$ cat src/rtl/c2s_pkg.sv
// shared constants, types and angle table of the cartesian to spherical unit
`default_nettype none

package c2s_pkg;

  localparam int unsigned COORD_WIDTH_DEF = 16;
  localparam int unsigned ITERATIONS_DEF  = 16;

  localparam int unsigned ANG_W       = 16;
  localparam int unsigned RAD_W       = 16;
  localparam int unsigned THR_W       = 15;
  localparam int unsigned ACC_W       = 25;
  localparam int unsigned ACC_FRAC    = 8;
  localparam int unsigned TABLE_LEN   = 24;
  localparam int unsigned FIXED_POINT = 30;
  localparam int          PITCH_LIM   = 16384;

  localparam logic [THR_W-1:0] THR_RESET = THR_W'(16383);

  localparam logic signed [ACC_W-1:0] QUARTER_ACC = ACC_W'(4194304);
  localparam logic signed [ACC_W-1:0] ROUND_ACC   = ACC_W'(1 << (ACC_FRAC - 1));

  typedef struct packed {
    logic s_nz;
    logic sxz_nz;
  } c2s_flags_t;

  // fraction bits added to the coordinates inside the rotation stages
  function automatic int unsigned frac_bits(input int unsigned w);
    return (w < FIXED_POINT) ? FIXED_POINT - w : 0;
  endfunction

  // atan(2^-i) in binary angle units with eight fraction bits
  function automatic int atan_entry(input int unsigned i);
    int v;
    unique case (i)
      0:       v = 2097152;
      1:       v = 1238021;
      2:       v = 654136;
      3:       v = 332050;
      4:       v = 166669;
      5:       v = 83416;
      6:       v = 41718;
      7:       v = 20860;
      8:       v = 10430;
      9:       v = 5215;
      10:      v = 2608;
      11:      v = 1304;
      12:      v = 652;
      13:      v = 326;
      14:      v = 163;
      15:      v = 81;
      16:      v = 41;
      17:      v = 20;
      18:      v = 10;
      19:      v = 5;
      20:      v = 3;
      21:      v = 1;
      22:      v = 1;
      default: v = 0;
    endcase
    return v;
  endfunction

endpackage

`default_nettype wire

$ cat src/rtl/c2s_result.sv
// result stages: pitch rounding and clamp, pole test, output register
`default_nettype none

module c2s_result (
  input  wire logic                              clk_i,
  input  wire logic                              rst_ni,
  input  wire logic                              valid_i,
  output logic                                   ready_o,
  input  wire logic signed [c2s_pkg::ACC_W-1:0] pacc_i,
  input  wire logic [c2s_pkg::RAD_W-1:0]         radius_i,
  input  wire logic signed [c2s_pkg::ANG_W-1:0] yaw_i,
  input  wire c2s_pkg::c2s_flags_t               flags_i,
  input  wire logic [c2s_pkg::THR_W-1:0]         thr_i,
  output logic                                   valid_o,
  input  wire logic                              ready_i,
  output logic [c2s_pkg::RAD_W-1:0]              radius_o,
  output logic signed [c2s_pkg::ANG_W-1:0]      yaw_o,
  output logic signed [c2s_pkg::ANG_W-1:0]      pitch_o
);
  import c2s_pkg::*;

  localparam int unsigned CW = ACC_W - ACC_FRAC;
  localparam logic signed [CW-1:0] P_MAX = CW'(PITCH_LIM);
  localparam logic signed [CW-1:0] P_MIN = -P_MAX;

  logic                    va_q, vb_q;
  logic                    ready_a, ready_b;
  logic signed [ACC_W-1:0] prnd;
  logic signed [CW-1:0]    pcoarse;
  logic signed [ANG_W-1:0] pclamp, pa_q;
  logic [RAD_W-1:0]        ra_q, radius_q;
  logic signed [ANG_W-1:0] ya_q, yaw_q, pitch_q;
  c2s_flags_t              fa_q;
  logic signed [ANG_W-1:0] mag;
  logic                    keep_yaw;

  assign ready_a = !va_q || ready_b;
  assign ready_b = !vb_q || ready_i;
  assign ready_o = ready_a;

  assign prnd    = pacc_i + ROUND_ACC;
  assign pcoarse = prnd[ACC_W-1:ACC_FRAC];

  always_comb begin
    priority if (pcoarse > P_MAX) begin
      pclamp = ANG_W'(P_MAX);
    end else if (pcoarse < P_MIN) begin
      pclamp = ANG_W'(P_MIN);
    end else begin
      pclamp = ANG_W'(pcoarse);
    end
  end

  always_ff @(posedge clk_i or negedge rst_ni) begin
    if (!rst_ni) begin
      va_q <= 1'b0;
      vb_q <= 1'b0;
    end else begin
      if (ready_a) begin
        va_q <= valid_i;
      end
      if (ready_b) begin
        vb_q <= va_q;
      end
    end
  end

  always_ff @(posedge clk_i) begin
    if (ready_a && valid_i) begin
      pa_q <= pclamp;
      ra_q <= radius_i;
      ya_q <= yaw_i;
      fa_q <= flags_i;
    end
  end

  // yaw is dropped near the poles and when x and z are both zero
  assign mag      = pa_q[ANG_W-1] ? -pa_q : pa_q;
  assign keep_yaw = fa_q.sxz_nz && (unsigned'(mag) < ANG_W'(thr_i));

  always_ff @(posedge clk_i) begin
    if (ready_b && va_q) begin
      radius_q <= fa_q.s_nz ? ra_q : '0;
      yaw_q    <= (fa_q.s_nz && keep_yaw) ? ya_q : '0;
      pitch_q  <= fa_q.s_nz ? pa_q : '0;
    end
  end

  assign valid_o  = vb_q;
  assign radius_o = radius_q;
  assign yaw_o    = yaw_q;
  assign pitch_o  = pitch_q;

endmodule

`default_nettype wire

$ cat config.mk
export PLATFORM = sky130hd
export DESIGN_NAME = c2s_result
export DESIGN_NICKNAME = d
export VERILOG_FILES = /design/src/rtl/c2s_pkg.sv /design/src/rtl/c2s_result.sv
export SDC_FILE = /design/constraint.sdc
export NUM_CORES = 1
export LEC_CHECK = 0
export ABC_CLOCK_PERIOD_IN_PS = 4000
export BUFFER_PORTS_ARGS = -buffer_cell sky130_fd_sc_hd__buf_2
export CELL_PAD_IN_SITES_DETAIL_PLACEMENT = 1
export CELL_PAD_IN_SITES_GLOBAL_PLACEMENT = 2
export CORE_ASPECT_RATIO = 1.25
export CORE_MARGIN = 2
export CORE_UTILIZATION = 35
export CTS_CLUSTER_DIAMETER = 150
export DETAILED_ROUTE_END_ITERATION = 10
export PLACE_DENSITY_LB_ADDON = 0.2
export SLEW_MARGIN = 10
export SYNTH_ARGS = -nofsm -noshare
export SYNTH_HDL_FRONTEND = slang
export SYNTH_SLANG_ARGS = --single-unit
$ cat constraint.sdc
create_clock -name clk_i -period 4 [get_ports clk_i]
set_input_delay 0.6 -clock clk_i [delete_from_list [all_inputs] [get_ports clk_i]]
set_output_delay 0.6 -clock clk_i [all_outputs]
set_load 0.02 [all_outputs]
==> results.md, run 1 <==
- Top FF cell, synth: edfxtp_1
- Clock buffer depth: 2
- Crit-path cells: or4_1, nor3_1, nand3_1, o41ai_1, xnor2_1, ha_1, nand4_1, nor2b_1, nand2_1, o221ai_1, buf_4, a21oi_1
- Core footprint: 13700 µm²
- Worst slew pin tran: 0.916 ns
- Synth Net Count: 472
- Achievable Freq: 0.292 GHz
- Critical Path Source Type: register
- Bufs and invs on worst path: 1
- DIE HEIGHT: 136 µm
- Die width: 110 µm
- First-pass GRT wire length: between 15000 and 20000 µm
- Initial Util: 0.356
- Final Util: 0.430
- Ant diodes: 0
- Die area: 14900 µm²
- Commonest non-fill, non-tap cell in the layout: buf_2
- Pwr/cell area: between 400 and 500 nW/µm²
- CTS tree: done
- Pre-antenna DRT Iters: 4
- HP Class: in -> async
- Hold-fix buffers, CTS: 0
- CTS clk-pin slew, worst paths: 0.07 ns
- Rows: 48
- IO Port Bufs: 120
- CP max-delay cell: or4_1
- Non-filler cells, final: around 680
- Max_cap viols: 0
- Post-CTS setup repair buffer count: 0
- # DRC: 0
- Max-Slew Margin vs Limit: 0.389
- I/O pin count: around 130
- Syn_area_per_cell: between 10 and 15 µm²
- Routed vias: 3255
- Endpoints failing hold: 0
- Share of flip-flops with an asynchronous set or reset: 0.0200
- Nets: 589
- Commonest non-fill, non-tap cells in the layout: buf_2, edfxtp_1, and2_1
- Resized cells post-CTS: 0
- Sequential share of the synthesized area: 0.615
- DRT iter0 DRCs: 123
- Mapped Area: ~4900 µm²
- Worst Path Required: 4.06 ns
- Critical path's largest stage delay: 0.57 ns
- Area growth, synth to finish: 21.0%
- Final WL: 10800 µm
- Largest area contributor in the netlist: edfxtp_1
- Worst Path Arrival: 3.48 ns
- Synth cell types: 54
- Outcome: finished, final reports clean
- Synth Register Bits: 100
- Period utilization: 0.856
- Layout cell share with drive strength beyond 1: 0.330
- Worst Setup Path Type: reg -> reg
- Top cell type's share of synthesized area: 0.604
- Vias in the first global route: around 3300
- Root buffer cell: clkbuf_16
- Clk_lat worst skew: 0.34 ns
- Final GP Congestion: 0.821
- Setup TNS: 0 ns
- Worst Path Max Fanout: 16
- Peak supply drop: 0.219 mV
- Pins Over Slew Limit: 0
- Leakage: 0.00232 µW
- CP Capture Type: register
- Clock skew: 0.0117 ns
- Cells after DPL: 659
- Num CTS Buffers: 9
- Clock sinks: 100
- Final HPWL DP: 7920 µm
- Post-synth EDFFs: a little under 100
- Vias/cell: around 4.8
- Initial antenna violation count: 0
- Post-route ant nets: 0
- Largest net degree at the start of global routing: 34
- Top delay family on crit path: simple AND/OR/NAND/NOR gates
- Total Routing Usage GR: 0.146
- Warning count from the yosys run: 0
- Unrepaired setup endpoints after global routing: no
- H-tree levels: 3
- WL/cell: 16.0 µm
- Final min period: 3.42 ns
- Cells after synthesis: 378
- Grt ovf: 0
- Synth area leaders: edfxtp_1, and2_1, ha_1
- Final setup viols: 0
## power breakdown
group	internal, µW	total, µW	switching [µW]
registers	1250	1280	30.7
clock network	481	850	369
logic	137	365	228
total	1860	2490	627
## Yosys cell counts, drive strengths merged, types with 2 or more instances
cell type / instances
xor2: 8
ha: 16
a21oi: 20
nand3: 12
nor3: 16
buf: 12
nor4: 5
nor3b: 4
a211oi: 2
clkbuf: 7
or3: 5
and2: 34
or4: 3
o21ai: 7
edfxtp: 98
xnor2: 22
or2: 2
o31ai: 5
a21o: 7
a31oi: 2
inv: 20
o41ai: 2
nand4: 6
nand2b: 4
dfrtp: 2
nor2: 11
nand2: 31
and3: 2
## flip-flops by register name, indices dropped and copies added (netlist names)
name      cells
fa_q          2
pa_q         16
pitch_o      16
ra_q         16
radius_o     16
va_q          1
valid_o       1
ya_q         16
yaw_o        16
## through the flow
step	instance area (µm²)	power [µW]	setup slack (ns)	hold WS [ns]
after CTS	5890	2530	0.485	0.0144
after floorplan	4870	1540	0.705	0.304
after global placement	5600	1660	0.556	0.387
after global routing	5890	2600	0.243	0.0166
final	5890	2490	0.575	0.0305
after detailed placement	5600	1670	0.515	0.391
## worst paths after layout
kind | startpoint | endpoint | slack [ns] | cells past startpoint
min | rst_ni | va_q | 0.03 | 1
min reg2reg | va_q | valid_o | 0.49 | 1
max reg2reg | pa_q[3] | yaw_o[3] | 0.58 | 12
max | pa_q[3] | yaw_o[3] | 0.58 | 12
min in group clk_i | radius_i[3] | ra_q[3] | 0.43 | 1
max in group asynchronous | rst_ni | valid_o | 3.86 | 1
## layer usage
layer / vias to the layer above / GRT usage / wire [µm]
met5: - / 0 / 0
met4: 0 / 0.0506 / 144
met3: 10 / 0.0254 / 484
met2: 79 / 0.264 / 5540
met1: 1563 / 0.171 / 4610
li1: 1603 / - / -
## final cells by class
class | count | area, µm²
clock buffer | 9 | 225
clock inverter | 7 | 67.6
fill | 1512 | 7800
inverter | 20 | 75.1
multi-input combinational | 238 | 1670
sequential | 100 | 2990
tap | 175 | 219
timing repair buffer | 126 | 646
## cell families after synthesis
| family | Yosys count | synth area share |
|---|---|---|
| buffers and inverters | 40 | 0.0439 |
| and+or+nand+nor | 138 | 0.171 |
| DFF | 100 | 0.615 |
| adders and majority gates | 16 | 0.0411 |
| AOI/OAI and AO/OA | 54 | 0.0755 |
| xor gates and xnor gates | 30 | 0.0540 |
Note: power is estimated with default switching activity, not from simulation.
==> inputs of run 2 (changes only) <==
--- a/config.mk
+++ b/config.mk
@@ -11,9 +11,11 @@
 export CELL_PAD_IN_SITES_GLOBAL_PLACEMENT = 2
 export CORE_ASPECT_RATIO = 1.25
 export CORE_MARGIN = 2
-export CORE_UTILIZATION = 35
+export CORE_UTILIZATION = 36
+export CTS_BUF_LIST = sky130_fd_sc_hd__clkbuf_4
 export CTS_CLUSTER_DIAMETER = 150
 export DETAILED_ROUTE_END_ITERATION = 10
+export GPL_TIMING_DRIVEN = 1
 export PLACE_DENSITY_LB_ADDON = 0.2
 export SLEW_MARGIN = 10
 export SYNTH_ARGS = -nofsm -noshare
==> constraint.sdc (replaced) <==
create_clock -name clk_i -period 4 [get_ports clk_i]
set_input_delay 0.4 -clock clk_i [delete_from_list [all_inputs] [get_ports clk_i]]
set_output_delay 0.4 -clock clk_i [all_outputs]
set_load 0.02 [all_outputs]
==> results.md, run 2 (synthesis results as in run 1) <==
- Switching part of the total power: 0.255 (was 0.252)
- Clock Power Share: 0.285 (was 0.341)
- WHS Endpoint: ra_q[15]
- Post-route ant nets: 0 (unchanged)
- Final setup viols: 0 (unchanged)
- Fin worst setup slack: 0.494 ns (was 0.575 ns)
- Worst Path Required: 4.29 ns (was 4.06 ns)
- Seq pwr share: 0.556 (was 0.512)
- Final Cell Area: 5780 µm² (was 5890 µm²)
- Peak supply drop: 0.210 mV (was 0.219 mV)
- Num CTS Buffers: 9 (unchanged)
- Grt ovf: 0 (unchanged)
- Pins Over Slew Limit: 0 (unchanged)
- Final WL: 10400 µm (was 10800 µm)
- Placed Area: 5590 µm² (was 5600 µm²)
- Pre-CTS WS: 0.493 ns (was 0.515 ns)
- Final GP Congestion: 0.834 (was 0.821)
- Clock skew: 0.0238 ns (was 0.0117 ns)
- Worst slew pin tran: 1.13 ns (was 0.916 ns)
- R2R cell count: 12 (unchanged)
- IO Port Bufs: 120 (unchanged)
- Hold-fix buffers, CTS: 1 (was 0)
- Combinational share of power: 0.159 (was 0.147)
- Final min period: 3.51 ns (was 3.42 ns)
- Initial Util: 0.368 (was 0.356)
- Crit-path cells: or4_1, nor3_1, nand3_1, o31ai_1, xnor2_1, ha_1, a21o_1, a211oi_1, o41a_1, buf_4, nand2_1, a21oi_1 (was or4_1, nor3_1, nand3_1, o41ai_1, xnor2_1, ha_1, nand4_1, nor2b_1, nand2_1, o221ai_1, buf_4, a21oi_1)
- Reg area: 2990 µm² (unchanged)
- CP Capture Type: register (unchanged)
- Bufs and invs on worst path: 1 (unchanged)
- Post-CTS setup repair buffer count: 0 (unchanged)
- Leakage: 0.00228 µW (was 0.00232 µW)
- Worst reg2reg setup slack: 0.49 ns (was 0.58 ns)
- Sw power: 585 µW (was 627 µW)
- Outcome: finished, final reports clean (unchanged)
- Die area: 14500 µm² (was 14900 µm²)
- Fillers: 1478 (was 1512)
- Non-filler cells, final: 672 (was 675)
- Commonest non-fill, non-tap cell in the layout: buf_2 (unchanged)
- CTS tree: done (unchanged)
- Max-Slew Margin vs Limit: 0.249 (was 0.389)
- Largest net degree at the start of global routing: 49 (was 34)
- Die width: 108 µm (was 110 µm)
- DIE HEIGHT: 134 µm (was 136 µm)
- Endpoints failing hold: 0 (unchanged)
- H-tree levels: 3 (unchanged)
- Vias in the first global route: 3327 (was 3322)
- CTS clk-pin slew, worst paths: 0.16 ns (was 0.07 ns)
- Period utilization: 0.877 (was 0.856)
- Core footprint: 13200 µm² (was 13700 µm²)
- Critical Path Source Type: register (unchanged)
- Clock buffer depth: 2 (unchanged)
- Rows: 47 (was 48)
- Pwr/cell area: 396 nW/µm² (was 423 nW/µm²)
- HP Class: in -> reg (was in -> async)
- Area growth, synth to finish: 18.8% (was 21.0%)
- Pint: 1710 µW (was 1860 µW)
- Root buffer cell: clkbuf_4 (was clkbuf_16)
- Worst Setup Path Type: reg -> reg (unchanged)
- Cells after DPL: 654 (was 659)
- Resized cells post-CTS: 0 (unchanged)
- Final HPWL DP: 7950 µm (was 7920 µm)
- Multi-input gate area in the final layout: 1670 µm² (unchanged)
- Worst Path Arrival: 3.79 ns (was 3.48 ns)
- Critical path's largest stage delay: 0.59 ns (was 0.57 ns)
- Hold Crit Start: radius_i[15]
- First-pass GRT wire length: 16400 µm (was 16600 µm)
- Achievable Freq: 0.285 GHz (was 0.292 GHz)
- Worst reg2reg path endpoint: yaw_o[10] (was yaw_o[3])
- Final Util: 0.437 (was 0.430)
- Clk_lat worst skew: 0.46 ns (was 0.34 ns)
- Commonest non-fill, non-tap cells in the layout: buf_2, edfxtp_1, and2_1 (unchanged)
- WL/cell: 15.5 µm (was 16.0 µm)
- I/O pin count: 128 (unchanged)
- Layout cell share with drive strength beyond 1: 0.330 (unchanged)
- Clock sinks: 100 (unchanged)
- # DRC: 0 (unchanged)
- Total Routing Usage GR: 0.147 (was 0.146)
- Routed vias: 3241 (was 3255)
- Setup TNS: 0 ns (unchanged)
- Initial antenna violation count: 1 (was 0)
- CP max-delay cell: or4_1 (unchanged)
- Vias/cell: 4.82 (about the same)
- Hold Path Depth: 1
- Worst r2r src: pa_q[3] (unchanged)
- Unrepaired setup endpoints after global routing: no (unchanged)
- Top delay family on crit path: simple AND/OR/NAND/NOR gates (unchanged)
- DRT iter0 DRCs: 117 (was 123)
- Worst Path Max Fanout: 16 (unchanged)
- Max_cap viols: 0 (unchanged)
- Nets: 589 (unchanged)
- Pre-antenna DRT Iters: 4 (unchanged)
==> run 2: cell count changes in the layout (fill, tap and decap cells not counted) <==
| cell | previous run | this run |
|---|---|---|
| buf_4 | 6 | 5 |
| clkinvlp_4 | 2 | 1 |
| diode_2 | 0 | 1 |
| dlygate4sd3_1 | 0 | 1 |
| clkinv_2 | 2 | 1 |
| clkbuf_16 | 9 | 0 |
| clkinv_1 | 1 | 0 |
| inv_6 | 0 | 1 |
| bufinv_16 | 1 | 3 |
| clkbuf_4 | 0 | 10 |
| clkinv_4 | 1 | 0 |
==> run 2: worst max path at each step <==
| stage | start | to | slack [ns] | cells after the start |
|---|---|---|---|---|
| 4_1_cts | pa_q[3] | yaw_o[10] | 0.44 | 12 |
| 2_1_floorplan | pa_q[3] | yaw_o[10] | 0.71 | 12 |
| 3_3_place_gp | pa_q[3] | yaw_o[1] | 0.58 | 12 |
| 5_1_grt | pa_q[5] | yaw_o[9] | 0.17 | 12 |
| 3_5_place_dp | pa_q[3] | yaw_o[12] | 0.49 | 12 |
| 6_report | pa_q[3] | yaw_o[10] | 0.49 | 12 |
==> run 2: final cells by class <==
type	instances	area share
Sequential cell	100	0.517
Multi-Input combinational cell	238	0.288
Timing Repair Buffer	126	0.112
Tap cell	171	0.0370
Clock inverter	6	0.0193
Clock buffer	10	0.0130
Inverter	20	0.0130
Antenna cell	1	0.000433
==> run 2: power groups by stage <==
| stage | logic (µW) | clock network, µW | registers, µW |
|---|---|---|---|
| final | 364 | 653 | 1280 |
| after global routing | 405 | 701 | 1280 |
| after CTS | 373 | 672 | 1280 |
| after detailed placement | 371 | 0 | 1300 |
| after global placement | 360 | 0 | 1300 |
| after floorplan | 189 | 0 | 1350 |
==> run 2: metrics by stage <==
stage          total power, µW  hold slack [ns]
2_1_floorplan             1540            0.104
3_5_place_dp              1670            0.191
3_3_place_gp              1660            0.185
6_report                  2290            0.105
5_1_grt                   2390           0.0698
4_1_cts                   2320           0.0726
==> run 2: metal layers <==
layer  wire length, µm  global-route usage
met1              4370               0.175
met2              5330               0.260
met3               578              0.0301
met4               166              0.0513
met5                 0                   0
==> run 2: worst register-to-register path, cell delays in order, from the launching register on <==
cell,delay [ns]
edfxtp_1,0.48
or4_1,0.59
nor3_1,0.26
nand3_1,0.22
o31ai_1,0.34
xnor2_1,0.16
ha_1,0.26
a21o_1,0.16
a211oi_1,0.26
o41a_1,0.20
buf_4,0.21
nand2_1,0.08
a21oi_1,0.15
==> inputs of run 3 (changes only) <==
--- a/config.mk
+++ b/config.mk
@@ -7,11 +7,11 @@
 export LEC_CHECK = 0
 export ABC_CLOCK_PERIOD_IN_PS = 4000
 export BUFFER_PORTS_ARGS = -buffer_cell sky130_fd_sc_hd__buf_2
-export CELL_PAD_IN_SITES_DETAIL_PLACEMENT = 1
-export CELL_PAD_IN_SITES_GLOBAL_PLACEMENT = 2
+export CELL_PAD_IN_SITES_DETAIL_PLACEMENT = 0
+export CELL_PAD_IN_SITES_GLOBAL_PLACEMENT = 1
 export CORE_ASPECT_RATIO = 1.25
 export CORE_MARGIN = 2
-export CORE_UTILIZATION = 36
+export CORE_UTILIZATION = 43
 export CTS_BUF_LIST = sky130_fd_sc_hd__clkbuf_4
 export CTS_CLUSTER_DIAMETER = 150
 export DETAILED_ROUTE_END_ITERATION = 10
==> results.md, run 3 (synthesis results as in run 1) <==
- Final HPWL DP: 6850 µm (was 7950 µm)
- Max_cap viols: 0 (unchanged)
- Layout cell share with drive strength beyond 1: 0.331 (was 0.330)
- Routing usage on met2: 0.265 (was 0.260)
- Hold Crit Start: yaw_i[6] (was radius_i[15])
- Pwr/cell area: 379 nW/µm² (was 396 nW/µm²)
- WL/cell: 14.8 µm (was 15.5 µm)
- Worst Path Required: 4.29 ns (about the same)
- CTS clk-pin slew, worst paths: 0.15 ns (was 0.16 ns)
- Peak supply drop: 0.136 mV (was 0.210 mV)
- # DRC: 0 (unchanged)
- R2R cell count: 12 (unchanged)
- Largest net degree at the start of global routing: 49 (unchanged)
- IO Port Bufs: 120 (unchanged)
- Final GP Congestion: 0.862 (was 0.834)
- Pre-antenna DRT Iters: 4 (unchanged)
- Achievable Freq: 0.286 GHz (was 0.285 GHz)
- Setup TNS: 0 ns (unchanged)
- Grt ovf: 0 (unchanged)
- Commonest non-fill, non-tap cell in the layout: buf_2 (unchanged)
- Placed Area: 5550 µm² (was 5590 µm²)
- Die area: 12200 µm² (was 14500 µm²)
- Vias in the first global route: 3061 (was 3327)
- DIE HEIGHT: 123 µm (was 134 µm)
- Outcome: finished, final reports clean (unchanged)
- Num CTS Buffers: 9 (unchanged)
- CP max-delay cell: or4_1 (unchanged)
- Final Cell Area: 5700 µm² (was 5780 µm²)
- CP Capture Type: register (unchanged)
- Clock sinks: 100 (unchanged)
- Core footprint: 11100 µm² (was 13200 µm²)
- Rows: 43 (was 47)
- Worst Setup Path Type: reg -> reg (unchanged)
- Clock buffer depth: 2 (unchanged)
- Worst reg2reg setup slack: 0.50 ns (was 0.49 ns)
- Leakage: 0.00226 µW (was 0.00228 µW)
- GRT met3 Usage: 0.0260 (was 0.0301)
- First-pass GRT wire length: 15300 µm (was 16400 µm)
- Clk_lat worst skew: 0.44 ns (was 0.46 ns)
- H-tree levels: 3 (unchanged)
- Endpoints failing hold: 0 (unchanged)
- Clock skew: 0.0111 ns (was 0.0238 ns)
- Final min period: 3.50 ns (was 3.51 ns)
- Post-CTS setup repair buffer count: 0 (unchanged)
- HP Class: in -> reg (unchanged)
- Critical path's largest stage delay: 0.57 ns (was 0.59 ns)
- Die width: 99.2 µm (was 108 µm)
- Nets: 590 (was 589)
- Post-route ant nets: 0 (unchanged)
- CTS tree: done (unchanged)
- WHS Endpoint: ya_q[6] (was ra_q[15])
- I/O pin count: 128 (unchanged)
- Busiest grt layer: met2 (unchanged)
- Max-Slew Margin vs Limit: 0.257 (was 0.249)
- Vias/cell: 5.03 (was 4.82)
- Total Routing Usage GR: 0.160 (was 0.147)
- Unrepaired setup endpoints after global routing: no (unchanged)
- Grt met1 use: 0.213 (was 0.175)
- Resized cells post-CTS: 0 (unchanged)
- Worst Path Arrival: 3.79 ns (about the same)
- Final setup viols: 0 (unchanged)
- Hold Path Depth: 1 (unchanged)
- Initial Util: 0.439 (was 0.368)
- Pins Over Slew Limit: 0 (unchanged)
- Initial antenna violation count: 1 (unchanged)
- Crit-path cells: or4_1, nor3_1, nand3_1, o31ai_1, xnor2_1, ha_1, a21o_1, a211oi_1, o41a_1, buf_4, nand2_1, a21oi_1 (unchanged)
- DRT iter0 DRCs: 183 (was 117)
- Worst r2r src: pa_q[3] (unchanged)
- Period utilization: 0.874 (was 0.877)
- Bufs and invs on worst path: 1 (unchanged)
- Final Util: 0.514 (was 0.437)
- Routed vias: 3205 (was 3241)
- Worst reg2reg path endpoint: yaw_o[0] (was yaw_o[10])
- Worst Path Max Fanout: 16 (unchanged)
- Worst slew pin tran: 1.12 ns (was 1.13 ns)
- Final WL: 9400 µm (was 10400 µm)
- Top delay family on crit path: compound AO/OA/AOI/OAI gates (was simple AND/OR/NAND/NOR gates)
- Root buffer cell: clkbuf_4 (unchanged)
- Area growth, synth to finish: 17.0% (was 18.8%)
- Commonest non-fill, non-tap cells in the layout: buf_2, edfxtp_1, and2_1 (unchanged)
- Critical Path Source Type: register (unchanged)
[run 3: worst max path at each step]
stage | cells after the start | startpoint | to
after CTS | 12 | pa_q[3] | yaw_o[14]
after floorplan | 12 | pa_q[3] | yaw_o[10]
final | 12 | pa_q[3] | yaw_o[0]
after detailed placement | 12 | pa_q[3] | yaw_o[0]
after global routing | 12 | pa_q[3] | yaw_o[0]
after global placement | 12 | pa_q[3] | yaw_o[4]
[run 3: area by class of cell]
class	count	area [µm²]
multi-input cells	238	1670
flip-flops and latches	100	2990
repair buffers	127	656
well taps	135	169
clock inverters	5	52.6
clock buffers	11	82.6
inverters	20	75.1
diodes	1	2.50
fillers	1007	5390
[run 3: power breakdown]
group / internal [µW] / leakage [µW] / switching (µW)
registers: 1240 / 0.000983 / 29.2
clock network: 202 / 0.0000766 / 322
logic: 138 / 0.00120 / 223
[run 3: per-layer routing]
| layer | share of wire | routed length (µm) |
|---|---|---|
| met5 | 0 | 0 |
| met4 | 0.015 | 137 |
| met3 | 0.053 | 498 |
| met2 | 0.49 | 4650 |
| met1 | 0.44 | 4110 |
[run 3: stage by stage]
step	setup slack, ns	hold WS (ns)	total power, µW	instances
after floorplan	0.705	0.104	1540	378
after global placement	0.603	0.186	1650	619
after detailed placement	0.513	0.189	1660	619
after CTS	0.451	0.0794	2180	636
after global routing	0.197	0.0863	2260	637
final	0.505	0.123	2160	637
[run 3: timing repair]
item	in CTS	in global routing
endpoints found under the setup margin	0	0
endpoints found under the hold margin	2	0
hold buffers	1	0
